--- config.mk ---
export PLATFORM = sky130hd
export DESIGN_NAME = sem_stack_ram
export DESIGN_NICKNAME = d
export VERILOG_FILES = /design/src/sem_pkg.sv /design/src/sem_stack_ram.sv
export SDC_FILE = /design/constraint.sdc
export NUM_CORES = 1
export LEC_CHECK = 0
export BUFFER_PORTS_ARGS = -buffer_cell sky130_fd_sc_hd__buf_4
export CAP_MARGIN = 20
export CORE_ASPECT_RATIO = 1.25
export CORE_MARGIN = 5
export CORE_UTILIZATION = 30
export DETAILED_ROUTE_END_ITERATION = 10
export HOLD_SLACK_MARGIN = 0.02
export SYNTH_ARGS = -nofsm -noshare
export SYNTH_HDL_FRONTEND = slang
export SYNTH_SLANG_ARGS = --single-unit
--- constraint.sdc ---
create_clock -name clk -period 4.1 [get_ports clk]
set_clock_uncertainty 0.1 [all_clocks]
set_input_delay 0.205 -clock clk [delete_from_list [all_inputs] [get_ports clk]]
set_output_delay 0.205 -clock clk [all_outputs]
set_load 0.05 [all_outputs]
--- src/sem_pkg.sv ---
// sem_pkg: shared types, codes and constants of the stack expression machine
// no dependencies; imported by every module of the block

package sem_pkg;

    localparam int STACK_DEPTH_DEF = 16;
    localparam int SLOT_DEPTH_DEF  = 1024;

    localparam int WORD_W       = 32;
    localparam int SLOT_W       = 16;
    localparam int SLOTS_USED_W = 11;
    localparam int PADDR_W      = 3;
    localparam int PDATA_W      = 32;
    localparam int DIV_STEPS    = 32;
    localparam int DIV_CNT_W    = 6;

    localparam logic [SLOT_W-1:0] CLAMP_MAX = 16'hFFFF;

    // register index (paddr above the byte lane bits)
    localparam logic [PADDR_W-3:0] REG_SLOTS_USED = '0;

    // operation codes
    localparam logic [3:0] OP_BEGIN  = 4'd0;
    localparam logic [3:0] OP_INIT   = 4'd1;
    localparam logic [3:0] OP_PUSH_C = 4'd2;
    localparam logic [3:0] OP_PUSH_S = 4'd3;
    localparam logic [3:0] OP_ADD    = 4'd4;
    localparam logic [3:0] OP_SUB    = 4'd5;
    localparam logic [3:0] OP_MUL    = 4'd6;
    localparam logic [3:0] OP_DIV    = 4'd7;
    localparam logic [3:0] OP_MAX    = 4'd8;
    localparam logic [3:0] OP_MIN    = 4'd9;
    localparam logic [3:0] OP_STORE  = 4'd10;
    localparam logic [3:0] OP_HALT   = 4'd11;

    typedef enum logic [1:0] {
        RS_OK      = 2'd0,
        RS_HALTED  = 2'd1,
        RS_FAULT   = 2'd2,
        RS_IGNORED = 2'd3
    } status_t;

    typedef enum logic [1:0] {
        S_IDLE,
        S_EXEC,
        S_DIV
    } fsm_state_t;

    typedef struct packed {
        logic [3:0]        operation;
        logic [SLOT_W-1:0] slot_index;
        logic [SLOT_W-1:0] immediate;
    } cmd_t;

    typedef struct packed {
        status_t                  status;
        logic signed [WORD_W-1:0] value;
    } rsp_t;

endpackage

--- src/sem_stack_ram.sv ---
// sem_stack_ram: operand stack storage, one write port and two registered read ports
// depends on sem_pkg

module sem_stack_ram
    import sem_pkg::*;
#(
    parameter int DEPTH = STACK_DEPTH_DEF,
    parameter int AW    = $clog2(STACK_DEPTH_DEF)
)
(
    input  logic              clk,
    input  logic              we,
    input  logic [AW-1:0]     waddr,
    input  logic [WORD_W-1:0] wdata,
    input  logic              re,
    input  logic [AW-1:0]     raddr_a,
    input  logic [AW-1:0]     raddr_b,
    output logic [WORD_W-1:0] rdata_a,
    output logic [WORD_W-1:0] rdata_b
);

    logic [WORD_W-1:0] mem [DEPTH];

    always_ff @(posedge clk)
    begin
        if (we)
        begin
            mem[waddr] <= wdata;
        end
    end

    always_ff @(posedge clk)
    begin
        if (re)
        begin
            rdata_a <= mem[raddr_a];
            rdata_b <= mem[raddr_b];
        end
    end

endmodule

==> flow_metrics.py <==
metrics = {
    "critical_path": {
        "critPathBufInv": 2,
        "cp.arrival_ps": 2150,
        "path_delay_family": "buffers and inverters",
        "critPathCaptureType": "flip-flop",
        "cp.required_ps": 4310,
        "timing.critical_path.from_type": "input pin",
        "worstPathCellList": "clkbuf_8 > buf_12 > mux4_2 > a22oi_1 > nand2_1",
        "setup.worst_path.class": "input pin to flip-flop",
        "worst_setup_slack_for_register_to_register_paths_ps": 2400,
        "crit_path_max_incr_delay_ps": 650,
        "critPathSlowestCell": "sky130_fd_sc_hd__clkbuf_8",
        "critical_path_peak_fanout": 62,
        "setup.worst_path.start": "raddr_a[0]",
        "critical_path.reg2reg.startpoint": "mem[3][8]$_DFFE_PP_",
    },
    "cts": {
        "cts.sink_count": 576,
        "cts_root_buffer": "sky130_fd_sc_hd__clkbuf_16",
        "insertion_delay_ps": 590,
        "cts_max_path_buffers": 3,
        "cts-buffers-inserted": 53,
        "cts_resized": 0,
        "htree_levels": 2,
        "clk_pin_slew_worst_setup_hold_paths_ps": 70,
        "tritoncts": "done",
    },
    "floorplan": {
        "initial_utilization": 0.301,
        "die_height_um": 332,
        "floorplan.core_area_um2": 82500,
        "die_x_um": 267,
        "num_rows": 118,
        "design.portCount": 111,
        "die-area_um2": 88700,
    },
    "synth": {
        "synth_cell_type_count": 16,
        "yosys_warnings": 0,
        "syn_area_um2": 24800,
        "post_synth_inst_count": 1141,
        "sequential_element_share_of_the_synthesized_area": 0.697,
        "post_synth.cell_area_avg_um2": 21.8,
        "ys_seq_elements": 576,
        "syn_nets": 1188,
    },
    "sta": {
        "min_period_over_period": 0.473,
        "totalNegativeSetupSlack_ps": 0,
        "fin_crit_ps": 1940,
        "drv_slew": 0,
        "unrepaired_setup_endpoints_after_global_routing": "no",
        "fmax_mhz": 515,
        "whs_ps": 91.2,
        "relSlewSlack": 0.249,
        "final_report_hold_violation_count": 0,
        "final-setup-viol-count": 0,
        "worstMarginPinSlew_ps": 1120,
    },
    "hold_path": {
        "hold_path_startpoint": "waddr[1]",
        "timing.hold.worst.class": "input pin to flip-flop",
    },
    "cells_and_area": {
        "final_design_area_no_fill_um2": 29200,
        "mostFrequentLayoutCells": "sky130_fd_sc_hd__edfxtp_1, sky130_fd_sc_hd__mux4_2, sky130_fd_sc_hd__buf_4, sky130_fd_sc_hd__a22oi_1, sky130_fd_sc_hd__nand2_1",
        "post_route_cells_drive_above_1_share": 0.380,
        "finalNetCount": 1345,
        "area_growth_pct": 17.5,
        "layout.cells.most_common": "sky130_fd_sc_hd__edfxtp_1",
    },
    "global_route": {
        "first_global_vias": 14100,
        "antenna_found_initial": 2,
        "gr-total-overflow": 0,
        "wire_length_of_the_first_global_routing_pass_um": 96300,
        "grt_use_total": 0.145,
        "pin_count_of_the_biggest_net_entering_global_routing": 72,
    },
    "power_and_ir_drop": {
        "p_clk_frac": 0.376,
        "swShare": 0.231,
        "seq_power_share": 0.529,
        "vdd_ir_drop_max_mv": 0.271,
        "p_per_area_nw_per_um2": 437,
        "cellLeakagePower_uw": 0.00923,
        "combinationalPowerShare": 0.095,
        "switching_power_uw": 2940,
        "intPower_uw": 9800,
    },
    "placed_design": {
        "placedInstanceArea_um2": 27200,
        "place_congestion": 0.745,
        "place.port_buffers": 110,
        "dp.final_hpwl_um": 38700,
    },
    "detailed_routing": {
        "post-route-drc-count": 0,
        "detailroute.via_count": 13000,
        "route.antenna.remaining_nets": 0,
        "detail_route.wl_per_cell_um": 27.2,
        "detail_route.wirelength_um": 65800,
        "viasPerCell": 5.36,
        "drt_first_pass_iters": 7,
        "drt-initial-drc-count": 1241,
    },
    "run": {
        "maxCapViolations": 0,
    },
    "run_status": {
        "outcome": "complete, no violations",
    },
}
==> state kept, by name (all words and copies together), names as in the netlist <==
signal,cells
rdata_a,32
rdata_b,32
mem,512
==> area by class of cell <==
cell class / instances / area, um^2
multi-input combinational: 479 / 7280
clock buffer: 67 / 1400
fill: 7532 / 53400
tap: 1080 / 1350
antenna: 1 / 2.50
sequential: 576 / 17300
clock inverter: 26 / 233
timing repair buffer: 188 / 1610
==> cells in the mapped netlist <==
library cell	number	area, um^2
sky130_fd_sc_hd__and2_1	2	12.5
sky130_fd_sc_hd__buf_2	16	80.1
sky130_fd_sc_hd__or3b_2	1	8.76
sky130_fd_sc_hd__nor3_1	4	20.0
sky130_fd_sc_hd__clkbuf_1	39	146
sky130_fd_sc_hd__nor2_1	14	52.6
sky130_fd_sc_hd__nand3b_1	2	15.0
sky130_fd_sc_hd__nand2b_1	2	12.5
sky130_fd_sc_hd__buf_4	18	135
sky130_fd_sc_hd__nand3_1	1	5.00
sky130_fd_sc_hd__nand2_1	65	244
sky130_fd_sc_hd__nor2b_1	4	25.0
sky130_fd_sc_hd__mux4_2	256	5770
sky130_fd_sc_hd__a22oi_1	128	961
sky130_fd_sc_hd__buf_1	13	48.8
sky130_fd_sc_hd__edfxtp_1	576	17300
==> power groups by stage <==
stage / logic, uW / registers (uW) / clock network, uW
2_1_floorplan: 567 / 7030 / 0
3_3_place_gp: 1190 / 6860 / 0
3_5_place_dp: 1200 / 6870 / 0
4_1_cts: 1230 / 6750 / 4890
5_1_grt: 1290 / 6760 / 5110
6_report: 1210 / 6740 / 4790
==> cells by family (layout without fill, tap and decap cells) <==
family | after synthesis | in the layout | synth area share
other | 0 | 1 | 0
flip-flops | 576 | 576 | 0.697
AO/OA/AOI/OAI | 128 | 128 | 0.0387
buffers and inverters | 86 | 281 | 0.0165
multiplexers | 256 | 256 | 0.232
AND/OR/NAND/NOR | 95 | 95 | 0.0159
==> final timing paths <==
kind / to / cells after the start
max reg2reg: rdata_b[8]$_DFFE_PP_ / 3
min: mem[8][11]$_DFFE_PP_ / 3
max: rdata_a[25]$_DFFE_PP_ / 5
min reg2reg: rdata_a[3]$_DFFE_PP_ / 3
==> timing repair <==
action	4_1_cts	5_1_grt
setup buffers	0	0
endpoints found under the hold margin	512	0
hold buffers	32	0
==> stage by stage <==
step	power, uW	std cells	worst slack [ps]	util
finish	12700	2417	2160	0.353
global route	13200	2416	1990	0.353
CTS	12900	2416	2130	0.353
detailed placement	8080	2291	1510	0.330
global placement	8050	2288	1450	0.329
floorplan	7600	1141	615	-
==> worst register-to-register path, cell delays in order, from the launching register on <==
cell	delay [ps]
sky130_fd_sc_hd__edfxtp_1	400
sky130_fd_sc_hd__mux4_2	490
sky130_fd_sc_hd__a22oi_1	250
sky130_fd_sc_hd__nand2_1	180
==> routing by layer <==
| metal | up-vias | GRT usage | part of all wire |
|---|---|---|---|
| met5 | - | 0 | 0.00011 |
| met4 | 2 | 0.0484 | 0.033 |
| met3 | 110 | 0.0279 | 0.069 |
| met2 | 510 | 0.244 | 0.50 |
| met1 | 7009 | 0.191 | 0.40 |
| li1 | 5326 | - | - |
Note: power is estimated with default switching activity, not from simulation.
