<file path="src/sem_pkg.sv">
// sem_pkg: shared types, codes and constants of the stack expression machine
// no dependencies; imported by every module of the block

package sem_pkg;

    localparam int STACK_DEPTH_DEF = 16;
    localparam int SLOT_DEPTH_DEF  = 1024;

    localparam int WORD_W       = 32;
    localparam int SLOT_W       = 16;
    localparam int SLOTS_USED_W = 11;
    localparam int PADDR_W      = 3;
    localparam int PDATA_W      = 32;
    localparam int DIV_STEPS    = 32;
    localparam int DIV_CNT_W    = 6;

    localparam logic [SLOT_W-1:0] CLAMP_MAX = 16'hFFFF;

    // register index (paddr above the byte lane bits)
    localparam logic [PADDR_W-3:0] REG_SLOTS_USED = '0;

    // operation codes
    localparam logic [3:0] OP_BEGIN  = 4'd0;
    localparam logic [3:0] OP_INIT   = 4'd1;
    localparam logic [3:0] OP_PUSH_C = 4'd2;
    localparam logic [3:0] OP_PUSH_S = 4'd3;
    localparam logic [3:0] OP_ADD    = 4'd4;
    localparam logic [3:0] OP_SUB    = 4'd5;
    localparam logic [3:0] OP_MUL    = 4'd6;
    localparam logic [3:0] OP_DIV    = 4'd7;
    localparam logic [3:0] OP_MAX    = 4'd8;
    localparam logic [3:0] OP_MIN    = 4'd9;
    localparam logic [3:0] OP_STORE  = 4'd10;
    localparam logic [3:0] OP_HALT   = 4'd11;

    typedef enum logic [1:0] {
        RS_OK      = 2'd0,
        RS_HALTED  = 2'd1,
        RS_FAULT   = 2'd2,
        RS_IGNORED = 2'd3
    } status_t;

    typedef enum logic [1:0] {
        S_IDLE,
        S_EXEC,
        S_DIV
    } fsm_state_t;

    typedef struct packed {
        logic [3:0]        operation;
        logic [SLOT_W-1:0] slot_index;
        logic [SLOT_W-1:0] immediate;
    } cmd_t;

    typedef struct packed {
        status_t                  status;
        logic signed [WORD_W-1:0] value;
    } rsp_t;

endpackage

</file>
<file path="src/sem_div.sv">
// sem_div: signed 32-bit divider, restoring, one quotient bit per cycle
// depends on sem_pkg

module sem_div
    import sem_pkg::*;
(
    input  logic              clk,
    input  logic              rst_n,
    input  logic              start,
    input  logic [WORD_W-1:0] dividend,
    input  logic [WORD_W-1:0] divisor,
    output logic              done,
    output logic [WORD_W-1:0] quotient
);

    logic                 busy_reg, busy_next;
    logic                 done_reg, done_next;
    logic [DIV_CNT_W-1:0] cnt_reg, cnt_next;
    logic                 neg_reg, neg_next;
    logic [WORD_W-1:0]    rem_reg, rem_next;
    logic [WORD_W-1:0]    quo_reg, quo_next;
    logic [WORD_W-1:0]    den_reg, den_next;

    logic [WORD_W:0] shifted;
    logic [WORD_W:0] diff;

    assign shifted = {rem_reg, quo_reg[WORD_W-1]};
    assign diff    = shifted - {1'b0, den_reg};

    always_comb
    begin
        busy_next = busy_reg;
        done_next = done_reg;
        cnt_next  = cnt_reg;
        neg_next  = neg_reg;
        rem_next  = rem_reg;
        quo_next  = quo_reg;
        den_next  = den_reg;
        if (start)
        begin
            busy_next = 1'b1;
            done_next = 1'b0;
            cnt_next  = DIV_CNT_W'(DIV_STEPS);
            neg_next  = dividend[WORD_W-1] ^ divisor[WORD_W-1];
            rem_next  = '0;
            quo_next  = dividend[WORD_W-1] ? (~dividend + 1'b1) : dividend;
            den_next  = divisor[WORD_W-1] ? (~divisor + 1'b1) : divisor;
        end
        else if (busy_reg)
        begin
            // trial subtract of the divisor from the shifted remainder
            if (!diff[WORD_W])
            begin
                rem_next = diff[WORD_W-1:0];
                quo_next = {quo_reg[WORD_W-2:0], 1'b1};
            end
            else
            begin
                rem_next = shifted[WORD_W-1:0];
                quo_next = {quo_reg[WORD_W-2:0], 1'b0};
            end
            cnt_next = cnt_reg - 1'b1;
            if (cnt_reg == DIV_CNT_W'(1))
            begin
                busy_next = 1'b0;
                done_next = 1'b1;
            end
        end
    end

    always_ff @(posedge clk or negedge rst_n)
    begin
        if (!rst_n)
        begin
            busy_reg <= 1'b0;
            done_reg <= 1'b0;
            cnt_reg  <= '0;
        end
        else
        begin
            busy_reg <= busy_next;
            done_reg <= done_next;
            cnt_reg  <= cnt_next;
        end
    end

    always_ff @(posedge clk)
    begin
        neg_reg <= neg_next;
        rem_reg <= rem_next;
        quo_reg <= quo_next;
        den_reg <= den_next;
    end

    assign done     = done_reg;
    assign quotient = neg_reg ? (~quo_reg + 1'b1) : quo_reg;

endmodule

</file>
<file path="config.mk">
export PLATFORM = sky130hd
export DESIGN_NAME = sem_div
export DESIGN_NICKNAME = d
export VERILOG_FILES = /design/src/sem_pkg.sv /design/src/sem_div.sv
export SDC_FILE = /design/constraint.sdc
export NUM_CORES = 1
export LEC_CHECK = 0
export ABC_AREA = 0
export BUFFER_PORTS_ARGS = -buffer_cell sky130_fd_sc_hd__clkbuf_2
export CAP_MARGIN = 20
export CORE_MARGIN = 10
export CORE_UTILIZATION = 48
export CTS_CLUSTER_DIAMETER = 150
export DETAILED_ROUTE_END_ITERATION = 12
export GPL_ROUTABILITY_DRIVEN = 0
export PLACE_DENSITY = 0.77
export SYNTH_ARGS = -nofsm -noshare
export SYNTH_HDL_FRONTEND = slang
export SYNTH_SLANG_ARGS = --single-unit
export TNS_END_PERCENT = 10
</file>
<file path="constraint.sdc">
create_clock -name clk -period 6.3 [get_ports clk]
set_input_delay 1.26 -clock clk [delete_from_list [all_inputs] [get_ports clk]]
set_output_delay 1.26 -clock clk [all_outputs]
set_load 0.01 [all_outputs]
</file>
==> flow_summary.html <==
<table>
<tr><th>Metric</th><th>Value</th></tr>
<tr><th colspan="2">Outcome</th></tr>
<tr><td>Result of the run</td><td>finished clean</td></tr>
<tr><th colspan="2">Power</th></tr>
<tr><td>Power per cell area</td><td>240 nW/um2</td></tr>
<tr><td>Worst vdd rail ir drop</td><td>0.165 mV</td></tr>
<tr><td>Pleak</td><td>0.00347 uW</td></tr>
<tr><th colspan="2">Clocking</th></tr>
<tr><td>H-tree levels</td><td>3</td></tr>
<tr><td>Clk Tree Root Cell</td><td>sky130_fd_sc_hd__clkbuf_16</td></tr>
<tr><td>Worst-Skew Late Latency</td><td>0.35 ns</td></tr>
<tr><td>Clock slew seen by the registers of the worst setup and hold paths</td><td>0.07 ns</td></tr>
<tr><td>Post-cts gate resize count</td><td>0</td></tr>
<tr><td>Max Root-Sink Buffers</td><td>2</td></tr>
<tr><td>Count of hold-fix buffers inserted at cts</td><td>0</td></tr>
<tr><td>Clock net sink count</td><td>105</td></tr>
<tr><td>CTS tree</td><td>yes</td></tr>
<tr><td>TritonCTS buffer count</td><td>9</td></tr>
<tr><td>Number of buffers inserted by post-CTS setup repair</td><td>0</td></tr>
<tr><th colspan="2">Placement</th></tr>
<tr><td>Port-buffer cells</td><td>99</td></tr>
<tr><td>HPWL after DPL</td><td>13800 um</td></tr>
<tr><td>Worst setup timing slack at the placement stage</td><td>approximately 2 ns</td></tr>
<tr><th colspan="2">Timing</th></tr>
<tr><td>Worst-case clock skew</td><td>0.00861 ns</td></tr>
<tr><td>Max-slew headroom</td><td>40.5%</td></tr>
<tr><td>Worst Slack Setup Final</td><td>1.67 ns</td></tr>
<tr><td>Pins Over Slew Limit</td><td>0</td></tr>
<tr><td>Highest achievable clock rate</td><td>0.216 GHz</td></tr>
<tr><td>Final-report hold violation count</td><td>0</td></tr>
<tr><td>Worst Max-Slew Pin Slew</td><td>0.871 ns</td></tr>
<tr><td>Part of the cycle the worst path needs</td><td>roughly 73%</td></tr>
<tr><td>RSZ-0062 raised after global routing</td><td>false</td></tr>
<tr><td>Sum of negative setup slack</td><td>0 ns</td></tr>
<tr><td>Final-report setup violation count</td><td>0</td></tr>
<tr><td>Post-layout minimum cycle time</td><td>4.63 ns</td></tr>
<tr><th colspan="2">Synthesis</th></tr>
<tr><td>Number of flops mapped to enable cells by yosys</td><td>between 60 and 70</td></tr>
<tr><td>Leading cell types by count after synthesis</td><td>sky130_fd_sc_hd__nand2_1 (101), sky130_fd_sc_hd__xnor2_1 (85), sky130_fd_sc_hd__nor2_1 (76)</td></tr>
<tr><td>Number of different library cells in the post-synthesis netlist</td><td>61</td></tr>
<tr><td>Most area-hungry cell type in the Yosys netlist</td><td>sky130_fd_sc_hd__edfxtp_1</td></tr>
<tr><td>Synthesized instance count</td><td>891</td></tr>
<tr><td>Synth top area share</td><td>25.2%</td></tr>
<tr><td>YS warnings</td><td>0</td></tr>
<tr><td>Per-instance average area after synthesis</td><td>between 8 and 9 um2</td></tr>
<tr><td>Most common flop cell mapped by yosys</td><td>sky130_fd_sc_hd__edfxtp_1</td></tr>
<tr><td>Share of synthesized area occupied by flip-flops and latches</td><td>36.0%</td></tr>
<tr><td>Synthesized flop and latch total</td><td>105</td></tr>
<tr><td>Biggest area contributors in the synthesized netlist</td><td>sky130_fd_sc_hd__edfxtp_1 (25%), sky130_fd_sc_hd__xnor2_1 (9.6%), sky130_fd_sc_hd__dfxtp_1 (8.3%), sky130_fd_sc_hd__ha_1 (6.0%), sky130_fd_sc_hd__nand2_1 (4.9%)</td></tr>
<tr><td>Total nets after synthesis</td><td>996</td></tr>
<tr><td>FFs w/ async S/R, synth</td><td>7.62%</td></tr>
<tr><td>Synth Cell Area</td><td>7750 um2</td></tr>
<tr><td>Most frequent cell after synthesis</td><td>sky130_fd_sc_hd__nand2_1</td></tr>
<tr><th colspan="2">Global routing</th></tr>
<tr><td>Maximum number of pins on one net before global-route repair</td><td>77</td></tr>
<tr><td>Number of antenna violations at the first check in global routing</td><td>0</td></tr>
<tr><td>Congestion Overflow GR</td><td>0</td></tr>
<tr><td>Total routing resource utilization after global routing</td><td>16.2%</td></tr>
<tr><td>Global-route wire length before repair</td><td>approximately 30000 um</td></tr>
<tr><td>Via count of the first global-routing pass</td><td>6434</td></tr>
<tr><th colspan="2">Floorplanning</th></tr>
<tr><td>Initial core utilization</td><td>roughly half</td></tr>
<tr><td>Die Y-Extent</td><td>~150 um</td></tr>
<tr><td>I/O pins</td><td>100</td></tr>
<tr><td>Site Rows</td><td>46</td></tr>
<tr><td>Core area</td><td>around 16000 um2</td></tr>
<tr><td>DIE AREA</td><td>21600 um2</td></tr>
<tr><td>Die width</td><td>147 um</td></tr>
<tr><th colspan="2">Layout</th></tr>
<tr><td>Synthesis-to-finish area growth</td><td>11.8%</td></tr>
<tr><td>Number of inserted diodes</td><td>0</td></tr>
<tr><td>Filler cell count in the final layout</td><td>approximately 1500</td></tr>
<tr><td>Share of layout cells above drive strength 1</td><td>14.3%</td></tr>
<tr><td>Nets@finish</td><td>1067</td></tr>
<tr><th colspan="2">Setup path</th></tr>
<tr><td>Required time at the endpoint of the critical path</td><td>between 5 and 6 ns</td></tr>
<tr><td>Arrival time at the worst endpoint</td><td>3.37 ns</td></tr>
<tr><td>CP startpoint kind</td><td>register</td></tr>
<tr><td>Crit. End Element</td><td>primary output</td></tr>
<tr><td>Critical-path maximum fanout</td><td>4</td></tr>
<tr><td>Critical path class</td><td>reg2out</td></tr>
<tr><th colspan="2">Route</th></tr>
<tr><td>Routed length per placed instance</td><td>15.2 um</td></tr>
<tr><td>Router iterations before antenna repair</td><td>6</td></tr>
<tr><td>Vias after detailed routing</td><td>6720</td></tr>
<tr><td>Number of nets with antenna violations after detailed routing</td><td>0</td></tr>
<tr><td>Wire length reported by the detailed router</td><td>18000 um</td></tr>
<tr><td>Number of violations reported at the end of detailed-routing iteration 0</td><td>512</td></tr>
<tr><td>Via density per instance</td><td>between 5 and 6</td></tr>
<tr><td>DR DRC count</td><td>0</td></tr>
<tr><th colspan="2">Run</th></tr>
<tr><td>MaxCap Viol Count</td><td>0</td></tr>
<tr><th colspan="2">Min path</th></tr>
<tr><td>Type of the worst min-delay path</td><td>reg2reg</td></tr>
</table>
kinds of logic after synthesis:
kind of cell,share of synthesized area (%)
compound gates,20.7
xor+xnor,14.0
fa+ha+maj,6.23
buf+inv,4.91
flops,36.0
mux,0.807
simple gates,17.3
layout by cell type, fill, tap and decap left out, types with 8 or more instances in the layout:
| master | instances |
|---|---|
| sky130_fd_sc_hd__nand2_1 | 101 |
| sky130_fd_sc_hd__clkbuf_2 | 98 |
| sky130_fd_sc_hd__xnor2_1 | 84 |
| sky130_fd_sc_hd__nor2_1 | 76 |
| sky130_fd_sc_hd__edfxtp_1 | 65 |
| sky130_fd_sc_hd__a21oi_1 | 55 |
| sky130_fd_sc_hd__inv_1 | 54 |
| sky130_fd_sc_hd__o21ai_0 | 51 |
| sky130_fd_sc_hd__xor2_1 | 37 |
| sky130_fd_sc_hd__ha_1 | 37 |
| sky130_fd_sc_hd__dfxtp_1 | 32 |
| sky130_fd_sc_hd__nand3_1 | 25 |
| sky130_fd_sc_hd__o31ai_1 | 25 |
| sky130_fd_sc_hd__a311oi_1 | 20 |
| sky130_fd_sc_hd__o41ai_1 | 15 |
| sky130_fd_sc_hd__a21o_1 | 14 |
| sky130_fd_sc_hd__nand2b_1 | 12 |
| sky130_fd_sc_hd__nor4_1 | 10 |
| sky130_fd_sc_hd__or4_1 | 10 |
| sky130_fd_sc_hd__a31oi_1 | 9 |
| sky130_fd_sc_hd__clkbuf_16 | 9 |
| sky130_fd_sc_hd__nor3_1 | 8 |
| sky130_fd_sc_hd__nor2b_1 | 8 |
| sky130_fd_sc_hd__or3_1 | 8 |
| sky130_fd_sc_hd__dfrtp_1 | 8 |
where the power goes:
part	switching (uW)	internal, uW	leakage (uW)
combinational	354	274	0.00234
sequential	85.4	832	0.00101
clock	252	278	0.000129
total	692	1380	0.00347
metal layers:
metal  vias to the layer above  global-route usage [%]  routed length, um
met1                      3076                    20.7               8210
met2                       221                    26.1               8250
met4                         0                    6.19                433
li1                       3389                       -                  -
met3                        34                    3.44               1110
met5                         -                       0                  0
critical path, cell delays in order (launching register included):
cell	delay, ns
sky130_fd_sc_hd__edfxtp_1	0.43
sky130_fd_sc_hd__or4_1	0.62
sky130_fd_sc_hd__nor4_1	0.30
sky130_fd_sc_hd__nand2b_1	0.16
sky130_fd_sc_hd__or4_1	0.44
sky130_fd_sc_hd__or3_1	0.41
sky130_fd_sc_hd__o41ai_1	0.34
sky130_fd_sc_hd__xnor2_1	0.17
sky130_fd_sc_hd__clkbuf_2	0.16
final cells by class:
| cell class | count | area [um2] | area share [%] |
|---|---|---|---|
| Tap cell | 216 | 270 | 3.12 |
| Multi-Input combinational cell | 688 | 4580 | 52.9 |
| Inverter | 54 | 203 | 2.34 |
| Clock inverter | 5 | 32.5 | 0.376 |
| Sequential cell | 105 | 2790 | 32.2 |
| Timing Repair Buffer | 104 | 536 | 6.18 |
| Clock buffer | 11 | 243 | 2.80 |
stage by stage:
step / power [uW] / instances / instance area [um2] / hold WS, ns / utilization, %
final: 2080 / 1183 / 8660 / 0.503 / 54.7
after global routing: 2200 / 1183 / 8660 / 0.528 / 54.7
after CTS: 2090 / 1183 / 8660 / 0.505 / 54.7
after detailed placement: 1560 / 1167 / 8380 / 0.495 / 53.0
after global placement: 1540 / 1167 / 8380 / 0.484 / 53.0
after floorplan: 1360 / 891 / 7750 / 0.453 / -
worst paths after layout:
check / slack (ns) / endpoint / cells after the start / start
hold reg to reg: 0.50 / rem_reg[2] / 2 / rem_reg[2]
min in group asynchronous: 0.74 / cnt_reg[0] / 1 / rst_n
hold / removal: 0.50 / rem_reg[2] / 2 / rem_reg[2]
setup reg to reg: 2.26 / rem_reg[25] / 13 / quo_reg[31]
max in group asynchronous: 5.39 / cnt_reg[4] / 1 / rst_n
setup / recovery: 1.67 / quotient[29] / 8 / quo_reg[17]
Power figures use the tool's default switching activity.
